### config.mk
export PLATFORM = sky130hd
export DESIGN_NAME = iir_compensator_with_clamp_core
export DESIGN_NICKNAME = d
export VERILOG_FILES = /design/src/hdl/iirc_pkg.sv /design/src/hdl/iir_compensator_with_clamp_core.sv /design/src/hdl/iirc_mac.sv /design/src/hdl/iirc_seq.sv
export SDC_FILE = /design/constraint.sdc
export NUM_CORES = 1
export LEC_CHECK = 0
export BUFFER_PORTS_ARGS = -buffer_cell sky130_fd_sc_hd__buf_2
export CAP_MARGIN = 40
export CORE_UTILIZATION = 40
export CTS_BUF_LIST = sky130_fd_sc_hd__clkbuf_4
export DETAILED_ROUTE_END_ITERATION = 10
export GPL_TIMING_DRIVEN = 0
export PLACE_DENSITY_LB_ADDON = 0.05
export SLEW_MARGIN = 40
export SYNTH_ARGS = -nofsm -noshare
export SYNTH_HDL_FRONTEND = slang
export SYNTH_SLANG_ARGS = --single-unit
### constraint.sdc
create_clock -name clk_i -period 6.1 [get_ports clk_i]
set_clock_uncertainty 0.15 [all_clocks]
set_input_delay 0.915 -clock clk_i [delete_from_list [all_inputs] [get_ports clk_i]]
set_output_delay 0.915 -clock clk_i [all_outputs]
set_load 0.05 [all_outputs]
### src/hdl/iirc_pkg.sv
// Package for the IIR compensator with output clamp.
// Holds the data widths, register indexes, sequencer states and the MAC control struct.
// No dependencies; every module of the block imports it.
package iirc_pkg;

  localparam int unsigned DATA_W   = 16;
  localparam int unsigned LIMIT_W  = 15;
  localparam int unsigned CNT_W    = $clog2(DATA_W);
  localparam int unsigned REG_IDX_W = 3;
  localparam int unsigned DEF_TAPS = 3;
  localparam int unsigned MAX_TAPS = 3;

  localparam logic [REG_IDX_W-1:0] REG_OUT_COEF_0 = 3'd0;
  localparam logic [REG_IDX_W-1:0] REG_IN_COEF_0  = 3'd3;
  localparam logic [REG_IDX_W-1:0] REG_GAIN       = 3'd6;
  localparam logic [REG_IDX_W-1:0] REG_LIMIT      = 3'd7;

  localparam logic [DATA_W-1:0]  GAIN_RST  = 16'd1;
  localparam logic [LIMIT_W-1:0] LIMIT_RST = 15'h7fff;

  typedef enum logic [1:0] {
    ST_IDLE,
    ST_TAPS,
    ST_GAIN,
    ST_FIN
  } seq_state_e;

  typedef struct packed {
    logic en;
    logic load;
    logic clr;
  } mac_ctl_t;

endpackage

### src/hdl/iir_compensator_with_clamp_core.sv
// Top level of the IIR compensator with symmetric output clamp (direct form I).
// Holds the configuration registers, the tap histories and the output register.
// Depends on iirc_pkg, iirc_seq and iirc_mac.
//
// Input samples arrive on the s_axis channel, one signed 16-bit sample per item.
// Each item yields one result item on the m_axis channel carrying the clamped
// output and the unclamped low 16 bits of the sum.
// Coefficients, gain and limit are written through cfg_we_i, cfg_idx_i and
// cfg_data_i; the user must write them only while the block is idle, which the
// block itself does not enforce. A write takes effect at the next edge.
// All arithmetic runs on two bit-serial multiply-accumulate units. The
// feedforward and feedback products are formed in parallel, tap by tap, then
// the gain is applied in one more pass. A new item is taken only once the
// result of the previous item has been written to the output register.
// The result sits in an output register; the next item is accepted while it
// waits, and the core only holds when a second result would overwrite it.
// Reset clears the histories, zeroes the coefficients, sets gain to one and
// limit to 32767, and empties the output register.
module iir_compensator_with_clamp_core
  import iirc_pkg::*;
#(
  parameter int unsigned TAPS = DEF_TAPS
) (
  input  logic                   clk_i,
  input  logic                   rst_ni,
  input  logic                   s_axis_tvalid,
  output logic                   s_axis_tready,
  input  logic [DATA_W-1:0]      s_axis_tdata,   // [15:0] sample
  output logic                   m_axis_tvalid,
  input  logic                   m_axis_tready,
  output logic [2*DATA_W-1:0]    m_axis_tdata,   // [15:0] clamped_output, [31:16] raw_output
  input  logic                   cfg_we_i,
  input  logic [REG_IDX_W-1:0]   cfg_idx_i,
  input  logic [DATA_W-1:0]      cfg_data_i
);

  localparam int unsigned TAP_W = (TAPS > 1) ? $clog2(TAPS) : 1;

  logic [DATA_W-1:0]  out_coef_q [TAPS];
  logic [DATA_W-1:0]  in_coef_q  [TAPS];
  logic [DATA_W-1:0]  gain_q;
  logic [LIMIT_W-1:0] limit_q;
  logic [DATA_W-1:0]  in_hist_q  [TAPS];
  logic [DATA_W-1:0]  out_hist_q [TAPS];

  logic [2*DATA_W-1:0] out_data_q, out_data_d;
  logic                out_valid_q, out_valid_d;

  logic              done, gain_sel, out_free, accept;
  logic [TAP_W-1:0]  tap;
  mac_ctl_t          ff_ctl, fb_ctl;
  logic [DATA_W-1:0] ff_sum, fb_sum, fb_a, fb_b;
  logic signed [DATA_W-1:0] raw, lim, clamped;

  assign accept   = s_axis_tvalid && s_axis_tready;
  assign out_free = !out_valid_q || m_axis_tready;

  iirc_seq #(
    .TAPS(TAPS)
  ) u_seq (
    .clk_i      (clk_i),
    .rst_ni     (rst_ni),
    .in_valid_i (s_axis_tvalid),
    .in_ready_o (s_axis_tready),
    .out_free_i (out_free),
    .done_o     (done),
    .gain_sel_o (gain_sel),
    .tap_o      (tap),
    .ff_ctl_o   (ff_ctl),
    .fb_ctl_o   (fb_ctl)
  );

  iirc_mac u_mac_ff (
    .clk_i (clk_i),
    .ctl_i (ff_ctl),
    .a_i   (in_coef_q[tap]),
    .b_i   (in_hist_q[tap]),
    .p_o   (ff_sum)
  );

  assign fb_a = gain_sel ? ff_sum : out_coef_q[tap];
  assign fb_b = gain_sel ? gain_q : out_hist_q[tap];

  iirc_mac u_mac_fb (
    .clk_i (clk_i),
    .ctl_i (fb_ctl),
    .a_i   (fb_a),
    .b_i   (fb_b),
    .p_o   (fb_sum)
  );

  always_comb begin
    raw = $signed(fb_sum);
    lim = $signed({1'b0, limit_q});
    priority if (raw >= lim) begin
      clamped = lim;
    end else if (raw <= -lim) begin
      clamped = -lim;
    end else begin
      clamped = raw;
    end
  end

  always_ff @(posedge clk_i or negedge rst_ni) begin
    if (!rst_ni) begin
      for (int i = 0; i < TAPS; i++) begin
        out_coef_q[i] <= '0;
        in_coef_q[i]  <= '0;
      end
      gain_q  <= GAIN_RST;
      limit_q <= LIMIT_RST;
    end else if (cfg_we_i) begin
      for (int i = 0; i < TAPS; i++) begin
        if (cfg_idx_i == REG_OUT_COEF_0 + REG_IDX_W'(i)) begin
          out_coef_q[i] <= cfg_data_i;
        end
        if (cfg_idx_i == REG_IN_COEF_0 + REG_IDX_W'(i)) begin
          in_coef_q[i] <= cfg_data_i;
        end
      end
      if (cfg_idx_i == REG_GAIN) begin
        gain_q <= cfg_data_i;
      end
      if (cfg_idx_i == REG_LIMIT) begin
        limit_q <= cfg_data_i[LIMIT_W-1:0];
      end
    end
  end

  always_ff @(posedge clk_i or negedge rst_ni) begin
    if (!rst_ni) begin
      for (int i = 0; i < TAPS; i++) begin
        in_hist_q[i]  <= '0;
        out_hist_q[i] <= '0;
      end
    end else begin
      if (accept) begin
        in_hist_q[0] <= s_axis_tdata;
      end
      if (done) begin
        out_hist_q[0] <= clamped;
        out_hist_q[1] <= clamped;
        in_hist_q[1]  <= in_hist_q[0];
        for (int i = 2; i < TAPS; i++) begin
          in_hist_q[i]  <= in_hist_q[i-1];
          out_hist_q[i] <= out_hist_q[i-1];
        end
      end
    end
  end

  always_comb begin
    out_valid_d = out_valid_q;
    out_data_d  = out_data_q;
    if (done) begin
      out_valid_d = 1'b1;
      out_data_d  = {raw, clamped};
    end else if (m_axis_tready) begin
      out_valid_d = 1'b0;
    end
  end

  always_ff @(posedge clk_i or negedge rst_ni) begin
    if (!rst_ni) begin
      out_valid_q <= 1'b0;
    end else begin
      out_valid_q <= out_valid_d;
    end
  end

  always_ff @(posedge clk_i) begin
    out_data_q <= out_data_d;
  end

  assign m_axis_tvalid = out_valid_q;
  assign m_axis_tdata  = out_data_q;

  a_accept_busy: assert property (@(posedge clk_i) disable iff (!rst_ni)
    accept |=> !s_axis_tready)
    else $error("input accepted again right after an item was taken");

  a_no_overwrite: assert property (@(posedge clk_i) disable iff (!rst_ni)
    done |-> (!m_axis_tvalid || m_axis_tready))
    else $error("result written over a pending result");

  a_clamp_range: assert property (@(posedge clk_i) disable iff (!rst_ni)
    done |-> (clamped <= lim) && (clamped >= -lim))
    else $error("clamped output outside the limit");

  a_busy_no_ready: assert property (@(posedge clk_i) disable iff (!rst_ni)
    (ff_ctl.en || fb_ctl.en) |-> !s_axis_tready)
    else $error("input ready while the MAC units are running");

endmodule

### src/hdl/iirc_mac.sv
// Bit-serial multiply-accumulate unit of the IIR compensator, modulo 2^16.
// Takes one multiplier bit per cycle while enabled, least significant bit first.
// Depends on iirc_pkg.
module iirc_mac
  import iirc_pkg::*;
(
  input  logic              clk_i,
  input  mac_ctl_t          ctl_i,
  input  logic [DATA_W-1:0] a_i,
  input  logic [DATA_W-1:0] b_i,
  output logic [DATA_W-1:0] p_o
);

  logic [DATA_W-1:0] a_q, a_d;
  logic [DATA_W-1:0] b_q, b_d;
  logic [DATA_W-1:0] p_q, p_d;
  logic [DATA_W-1:0] a_cur, b_cur, p_base;

  always_comb begin
    a_cur  = ctl_i.load ? a_i : a_q;
    b_cur  = ctl_i.load ? b_i : b_q;
    p_base = ctl_i.clr ? '0 : p_q;
    if (ctl_i.en) begin
      p_d = b_cur[0] ? p_base + a_cur : p_base;
      a_d = a_cur << 1;
      b_d = b_cur >> 1;
    end else begin
      p_d = p_q;
      a_d = a_q;
      b_d = b_q;
    end
  end

  always_ff @(posedge clk_i) begin
    a_q <= a_d;
    b_q <= b_d;
    p_q <= p_d;
  end

  assign p_o = p_q;

endmodule

### src/hdl/iirc_seq.sv
// Sequencer of the IIR compensator: steps through the taps and the gain pass bit by bit.
// Drives the two MAC units and the input and output handshakes of the core.
// Depends on iirc_pkg.
module iirc_seq
  import iirc_pkg::*;
#(
  parameter int unsigned TAPS = DEF_TAPS,
  localparam int unsigned TAP_W = (TAPS > 1) ? $clog2(TAPS) : 1
) (
  input  logic             clk_i,
  input  logic             rst_ni,
  input  logic             in_valid_i,
  output logic             in_ready_o,
  input  logic             out_free_i,
  output logic             done_o,
  output logic             gain_sel_o,
  output logic [TAP_W-1:0] tap_o,
  output mac_ctl_t         ff_ctl_o,
  output mac_ctl_t         fb_ctl_o
);

  localparam logic [CNT_W-1:0] CntLast = CNT_W'(DATA_W - 1);
  localparam logic [TAP_W-1:0] TapLast = TAP_W'(TAPS - 1);

  seq_state_e state_q, state_d;
  logic [CNT_W-1:0] bcnt_q, bcnt_d;
  logic [TAP_W-1:0] tap_q, tap_d;

  always_ff @(posedge clk_i or negedge rst_ni) begin
    if (!rst_ni) begin
      state_q <= ST_IDLE;
      bcnt_q  <= '0;
      tap_q   <= '0;
    end else begin
      state_q <= state_d;
      bcnt_q  <= bcnt_d;
      tap_q   <= tap_d;
    end
  end

  always_comb begin
    state_d    = state_q;
    bcnt_d     = bcnt_q;
    tap_d      = tap_q;
    in_ready_o = 1'b0;
    done_o     = 1'b0;
    gain_sel_o = 1'b0;
    ff_ctl_o   = '0;
    fb_ctl_o   = '0;
    unique case (state_q)
      ST_IDLE: begin
        in_ready_o = 1'b1;
        bcnt_d     = '0;
        tap_d      = '0;
        if (in_valid_i) begin
          state_d = ST_TAPS;
        end
      end
      ST_TAPS: begin
        ff_ctl_o.en   = 1'b1;
        ff_ctl_o.load = (bcnt_q == '0);
        ff_ctl_o.clr  = (bcnt_q == '0) && (tap_q == '0);
        fb_ctl_o      = ff_ctl_o;
        bcnt_d        = bcnt_q + 1'b1;
        if (bcnt_q == CntLast) begin
          if (tap_q == TapLast) begin
            state_d = ST_GAIN;
          end else begin
            tap_d = tap_q + 1'b1;
          end
        end
      end
      ST_GAIN: begin
        gain_sel_o    = 1'b1;
        fb_ctl_o.en   = 1'b1;
        fb_ctl_o.load = (bcnt_q == '0);
        bcnt_d        = bcnt_q + 1'b1;
        if (bcnt_q == CntLast) begin
          state_d = ST_FIN;
        end
      end
      ST_FIN: begin
        if (out_free_i) begin
          done_o  = 1'b1;
          state_d = ST_IDLE;
        end
      end
      default: begin
        state_d = ST_IDLE;
      end
    endcase
  end

  assign tap_o = tap_q;

endmodule

==> results_dict.tcl, run 1 <==
set metrics [dict create \
    outcome "complete, no violations" \
    cp_cell_sequence "clkbuf_1 -> clkinv_1 -> clkbuf_1 -> ha_1 -> nand2_1 -> clkbuf_2 -> and2_1 -> ha_1 -> inv_1 -> fa_1 -> nor2b_1 -> o21ai_1 -> a21boi_1 -> o21ai_1 -> a31oi_1 -> a211oi_1 -> or4_1 -> nand3_1" \
    rows 76 \
    slew_headroom_pct 46.2 \
    layout_min_cycle_time_ns 5.45 \
    ys_types 60 \
    cpPeakStageDelay_ns 0.52 \
    synth.ff_latch_count 340 \
    netlist_area_um2 17500 \
    synthFlopType "dfrtp_1" \
    finalPower_mw 5.66 \
    path_buf_inv 5 \
    clock_sinks 340 \
    grt_remaining_overflow 0 \
    pin_count 74 \
    switching_share_pct 25.5 \
    p_int_mw 4.21 \
    synth_edf_count 124 \
    vias_per_cell 5.32 \
    cp_top_family "buffers and inverters" \
    synth-compound-area-share_pct 10.2 \
    r2r_slack_ns 0.65 \
    postRouteWirelength_um 51100 \
    synth_xor_area_share_pct 1.55 \
    area_delta_synth_final_pct 15.5 \
    slew_violations 0 \
    drive_gt1_share_pct 22.7 \
    die_area_um2 44700 \
    insertion_delay_ns 0.83 \
    p_sw_mw 1.44 \
    vias 13300 \
    yosys-mux-area-fraction_pct 13.3 \
    synth_cells 1650 \
    dr.pass1.iters 5 \
    fin_cells 2492 \
    worstHoldStart "s_axis_tdata[15]" \
    worst-path-max-fanout 10 \
    arrival_ns 5.97 \
    yosysTopAreaCell "dfrtp_1" \
    synth_top_area_share_pct 28.6 \
    io_buffers 69 \
    p_clk_share_pct 42.1 \
    worst_hold_path_type "input port to flip-flop" \
    cts_tree "done" \
    yosys_warnings 0 \
    power_density_nw_per_um2 279 \
    postRouteAntennaNets 0 \
    r2r-start "u_seq.tap_o[1]$_DFFE_PN0P_" \
    drtIter0Drc 814 \
    synth_nets 1762 \
    clk_pin_slew_ns 0.07 \
    cts-root-buf "clkbuf_4" \
    layout.nets 1936 \
    period_share_pct 89.3 \
    antenna_found_initial 2 \
    seqPwrFrac_pct 48.0 \
    synth_most_common_cell "nand2_1" \
    dpl.hpwl_um 37400 \
    p_leak_nw 9.19 \
    vdd_ir_drop_max_mv 0.164 \
    reg2reg_to "u_mac_ff.p_o[14]$_DFFE_PN_" \
    p_comb_share_pct 9.9 \
    synth-async-reset-ratio_pct 63.5 \
    whs_path_depth 2 \
    maxCapViolations 0 \
    holdPathEnd "in_hist_q[47]$_DFFE_PN0P_" \
    core_um2 43200 \
    finalSetupViolations 0 \
    rsz0062_at_grt "false" \
    gp_congestion 0.861 \
    synth-simple-area-share_pct 14.7 \
    cts_buffers 95 \
    startpoint_type "flip-flop" \
    synth_area_leaders "dfrtp_1, edfxtp_1, mux2_2" \
    place_area_um2 18800 \
    cts_buffer_depth 3 \
    hold_viol_final 0 \
    worstMarginPinSlew_ns 0.803 \
    fin_area_um2 20200 \
    globalRouteTotalUtil_pct 23.8 \
    path_class "flip-flop to flip-flop" \
    grt_pass1_wl_um 79300 \
    post_synth_fa_ha_maj_area_fraction_pct 5.23 \
    drcViolationCount 0 \
    h-tree-depth 3 \
    syn_avg_cell_area_um2 10.6 \
    whs_ns 0.181 \
    cp-end-kind "flip-flop" \
    die_x_um 211 \
    rr_worst_depth 18 \
    grt_pass1_vias 13400 \
    fmax_mhz 183 \
    synth_top_family_by_area "simple AND/OR/NAND/NOR gates" \
    dp_cells 2310 \
    crit_slowest_cell "or4_1" \
    cp.required_ns 6.62 \
    ys_seq_area_share_pct 52.2 \
    routedWlPerCell_um 20.5 \
    synth_commonest_cells "nand2_1, dfrtp_1, mux2_2, edfxtp_1, o21ai_0" \
    start_util_pct 40.6 \
    fp.dieH_um 211 \
    grt_max_degree 70 \
]
==> area by class of cell <==
cell class	count	area, µm²
Antenna cell	1	2.50
Buffer	85	340
Clock buffer	154	1160
Clock inverter	25	238
Fill cell	4166	22900
Inverter	42	158
Multi-Input combinational cell	1183	7940
Sequential cell	340	9150
Tap cell	585	732
Timing Repair Buffer	77	527
==> power by group through the flow <==
stage               registers [mW]  logic (mW)  clock network, mW
floorplan                     2.72       0.386                  0
global placement              2.75       0.548                  0
detailed placement            2.76       0.567                  0
CTS                           2.71       0.568               2.46
global route                  2.75       0.624               2.57
finish                        2.72       0.558               2.38
==> kinds of logic after synthesis <==
group / after synthesis
adder cells (fa/ha/maj): 72
XOR/XNOR: 31
buffers and inverters: 127
AO/OA/AOI/OAI: 306
multiplexers: 215
flip-flops: 340
AND/OR/NAND/NOR: 559
==> stage by stage <==
stage	setup slack, ns	TNS (ns)	util [%]
after CTS	0.395	0	46.8
final	0.650	0	46.9
after floorplan	0.975	0	-
after global routing	0.228	0	46.9
after detailed placement	0.424	0	43.6
after global placement	-0.843	-57.00	43.1
==> worst max-delay path by stage <==
stage                            startpoint                          to  slack, ns  cells after the start
5_1_grt          u_seq.tap_o[1]$_DFFE_PN0P_  u_mac_ff.p_o[14]$_DFFE_PN_       0.23                     18
3_5_place_dp     u_seq.tap_o[1]$_DFFE_PN0P_  u_mac_ff.p_o[14]$_DFFE_PN_       0.42                     18
4_1_cts          u_seq.tap_o[1]$_DFFE_PN0P_  u_mac_ff.p_o[14]$_DFFE_PN_       0.39                     18
6_report         u_seq.tap_o[1]$_DFFE_PN0P_  u_mac_ff.p_o[14]$_DFFE_PN_       0.65                     18
2_1_floorplan  u_seq.state_q[1]$_DFFE_PN0P_  u_mac_ff.p_o[14]$_DFFE_PN_       0.97                     17
3_3_place_gp   u_seq.state_q[1]$_DFFE_PN0P_  u_mac_ff.p_o[14]$_DFFE_PN_      -0.84                     17
==> cells in the final DEF (no fill, tap or decap), types with 68 or more instances in the layout <==
cell type | synthesis | final
edfxtp_1 | 124 | 124
nand2_1 | 290 | 290
buf_2 | 6 | 77
clkbuf_4 | 0 | 154
dfrtp_1 | 200 | 200
a21oi_1 | 83 | 83
ha_1 | 70 | 68
mux2_2 | 150 | 150
o21ai_0 | 115 | 115
nor2_1 | 88 | 88
==> registers in the layout, indices dropped and copies added (netlist names), 16 cells and up <==
name / flops
out_hist_q: 32
u_mac_ff.p_o: 16
out_coef_q: 48
in_hist_q: 48
in_coef_q: 48
u_mac_fb.p_o: 16
gain_q: 16
m_axis_tdata: 32
==> layer usage <==
metal,part of all wire (%),track usage (%)
met1,45,30.9
met2,48,39.1
met4,3.1,9.50
met3,4.4,4.51
met5,0,0
==> what timing repair did <==
| action | 4_1_cts | 5_1_grt |
|---|---|---|
| gates resized for setup | 0 | 2 |
| hold buffers | 1 | 0 |
| endpoints found under the hold margin | 40 | 0 |
| setup buffers | 0 | 0 |
| setup endpoints to repair | 0 | 1 |
No activity file was read; power rests on OpenSTA's default activity.
==> run 2: changes to the inputs <==
--- a/config.mk
+++ b/config.mk
@@ -12,6 +12,7 @@
 export DETAILED_ROUTE_END_ITERATION = 10
 export GPL_TIMING_DRIVEN = 0
 export PLACE_DENSITY_LB_ADDON = 0.05
+export RECOVER_POWER = 100
 export SLEW_MARGIN = 40
 export SYNTH_ARGS = -nofsm -noshare
 export SYNTH_HDL_FRONTEND = slang
==> constraint.sdc (replaced) <==
create_clock -name clk_i -period 6.1 [get_ports clk_i]
set_clock_uncertainty 0.15 [all_clocks]
set_input_delay 0.915 -clock clk_i [delete_from_list [all_inputs] [get_ports clk_i]]
set_output_delay 0.915 -clock clk_i [all_outputs]
set_load 0.02 [all_outputs]
==> run 2 against run 1 <==
The flow now finishes with violations (max-capacitance violations, max-slew violations); first-iteration DRC count shrank 4.4%; cell count did not move; combinational power shrank 1%; total power decreased by 0.12%; global-route usage did not move; flip-flop and latch count unchanged; via count is 0.25% lower; highest routed layer unchanged.
==> results_dict.tcl, run 2 (same netlist as run 1, synthesis figures left out) <==
set metrics [dict create \
    outcome "finished, violations left" \
    violations "max-capacitance violations, max-slew violations" \
    vias 13200 \
    gp_congestion 0.861 \
    cts_tree "done" \
    start_util_pct 40.6 \
    cts_buffer_depth 3 \
    path_class "flip-flop to flip-flop" \
    cts-root-buf "clkbuf_4" \
    startpoint_type "flip-flop" \
    grt_pass1_wl_um 79300 \
    cp.required_ns 6.52 \
    vdd_ir_drop_max_mv 0.163 \
    dr.pass1.iters 5 \
    power_density_nw_per_um2 281 \
    grt_max_degree 70 \
    fp.dieH_um 211 \
    cts_buffers 95 \
    cp-end-kind "flip-flop" \
    layout.nets 1936 \
    h-tree-depth 3 \
    die_x_um 211 \
    vias_per_cell 5.31 \
    area_delta_synth_final_pct 14.6 \
    globalRouteTotalUtil_pct 23.8 \
    finalSetupViolations 0 \
    insertion_delay_ns 0.83 \
    slew_violations 98 \
    hold_viol_final 0 \
    slew_headroom_pct -82.9 \
    pin_count 74 \
    grt_pass1_vias 13400 \
    period_share_pct 92.6 \
    routedWlPerCell_um 20.5 \
    p_leak_nw 9.01 \
    worstMarginPinSlew_ns 2.74 \
    worst_hold_path_type "input port to flip-flop" \
    setup_tns_ns 0 \
    r2r_slack_ns 0.45 \
    most-common-layout-cells "nand2_1, dfrtp_1, clkbuf_4" \
    fmax_mhz 177 \
    dp_cells 2310 \
    setup_ws_ns 0.452 \
    dp_slack_ns 0.424 \
    postRouteWirelength_um 51200 \
    antenna_found_initial 2 \
    drive_gt1_share_pct 20.0 \
    final_common_cell "nand2_1" \
    reg_top3 "in_coef_q x48, in_hist_q x48, out_coef_q x48" \
    rsz0062_at_grt "false" \
    worst-path-max-fanout 10 \
    grt_remaining_overflow 0 \
    rows 76 \
    drcViolationCount 0 \
    core_um2 43200 \
    dpl.hpwl_um 37400 \
    arrival_ns 6.07 \
    postRouteAntennaNets 0 \
    die_area_um2 44700 \
    fin_cells 2492 \
    clk_pin_slew_ns 0.07 \
    maxCapViolations 2 \
    drtIter0Drc 778 \
    clock_sinks 340 \
    layout_min_cycle_time_ns 5.65 \
    io_buffers 69 \
]
[run 2: worst max-delay path, stage by stage (launching register included)]
cell and delay (ns):
dfrtp_1 0.34, clkbuf_1 0.41, clkbuf_1 0.38, buf_6 0.21, clkbuf_1 0.62, mux2i_1 0.17
o21ai_0 0.53, mux2i_1 0.21, o21ai_0 0.44, ha_1 0.38, a21oi_1 0.22, o211ai_1 0.11
o31ai_1 0.46, o2111ai_1 0.19, a21oi_1 0.21, xor2_1 0.16, nor2_1 0.06, xnor2_1 0.15
[run 2: what timing repair did]
| item | in CTS | in global routing |
|---|---|---|
| endpoints found under the hold margin | 40 | 0 |
| resized for setup | 0 | 2 |
| hold buffers | 1 | 0 |
| endpoints found under the setup margin | 0 | 1 |
| buffers inserted | 0 | 0 |
[run 2: path summary, 6_finish.rpt]
path,from,endpoint,cells after the start
min,s_axis_tdata[15],in_hist_q[47]$_DFFE_PN0P_,2
max in group asynchronous,rst_ni,in_coef_q[30]$_DFFE_PN0P_,5
min in group asynchronous,rst_ni,in_hist_q[19]$_DFFE_PN0P_,2
max,u_seq.tap_o[1]$_DFFE_PN0P_,u_mac_fb.p_o[15]$_DFFE_PP_,17
min reg2reg,in_hist_q[7]$_DFFE_PN0P_,in_hist_q[7]$_DFFE_PN0P_,2
max reg2reg,u_seq.tap_o[1]$_DFFE_PN0P_,u_mac_fb.p_o[15]$_DFFE_PP_,17
[run 2: layer usage]
metal	track usage, %	vias up	routed length [µm]
met1	30.9	6548	22900
li1	-	6316	-
met4	9.50	0	1610
met5	0	-	0
met2	39.1	288	24400
met3	4.51	84	2260
[run 2: cell type report]
cell class	instances	area, µm²
clock buffer	154	1160
timing repair buffer	77	427
tap	585	732
inverter	42	158
sequential	340	9150
clock inverter	25	238
multi-input combinational	1183	7900
fill	4197	23100
buffer	85	333
antenna	1	2.50
[run 2: metrics by stage]
stage	util, %	cell area [µm²]	hold slack (ns)	power [mW]
2_1_floorplan	-	17500	0.276	3.10
3_5_place_dp	43.6	18800	0.312	3.33
4_1_cts	46.8	20200	0.0822	5.74
5_1_grt	46.5	20100	0.111	5.93
3_3_place_gp	43.1	18600	0.308	3.30
6_report	46.5	20100	0.176	5.65
[run 2: power breakdown]
group          switching (mW)  internal (mW)
sequential              0.126           2.59
combinational           0.286          0.265
clock                    1.03           1.35
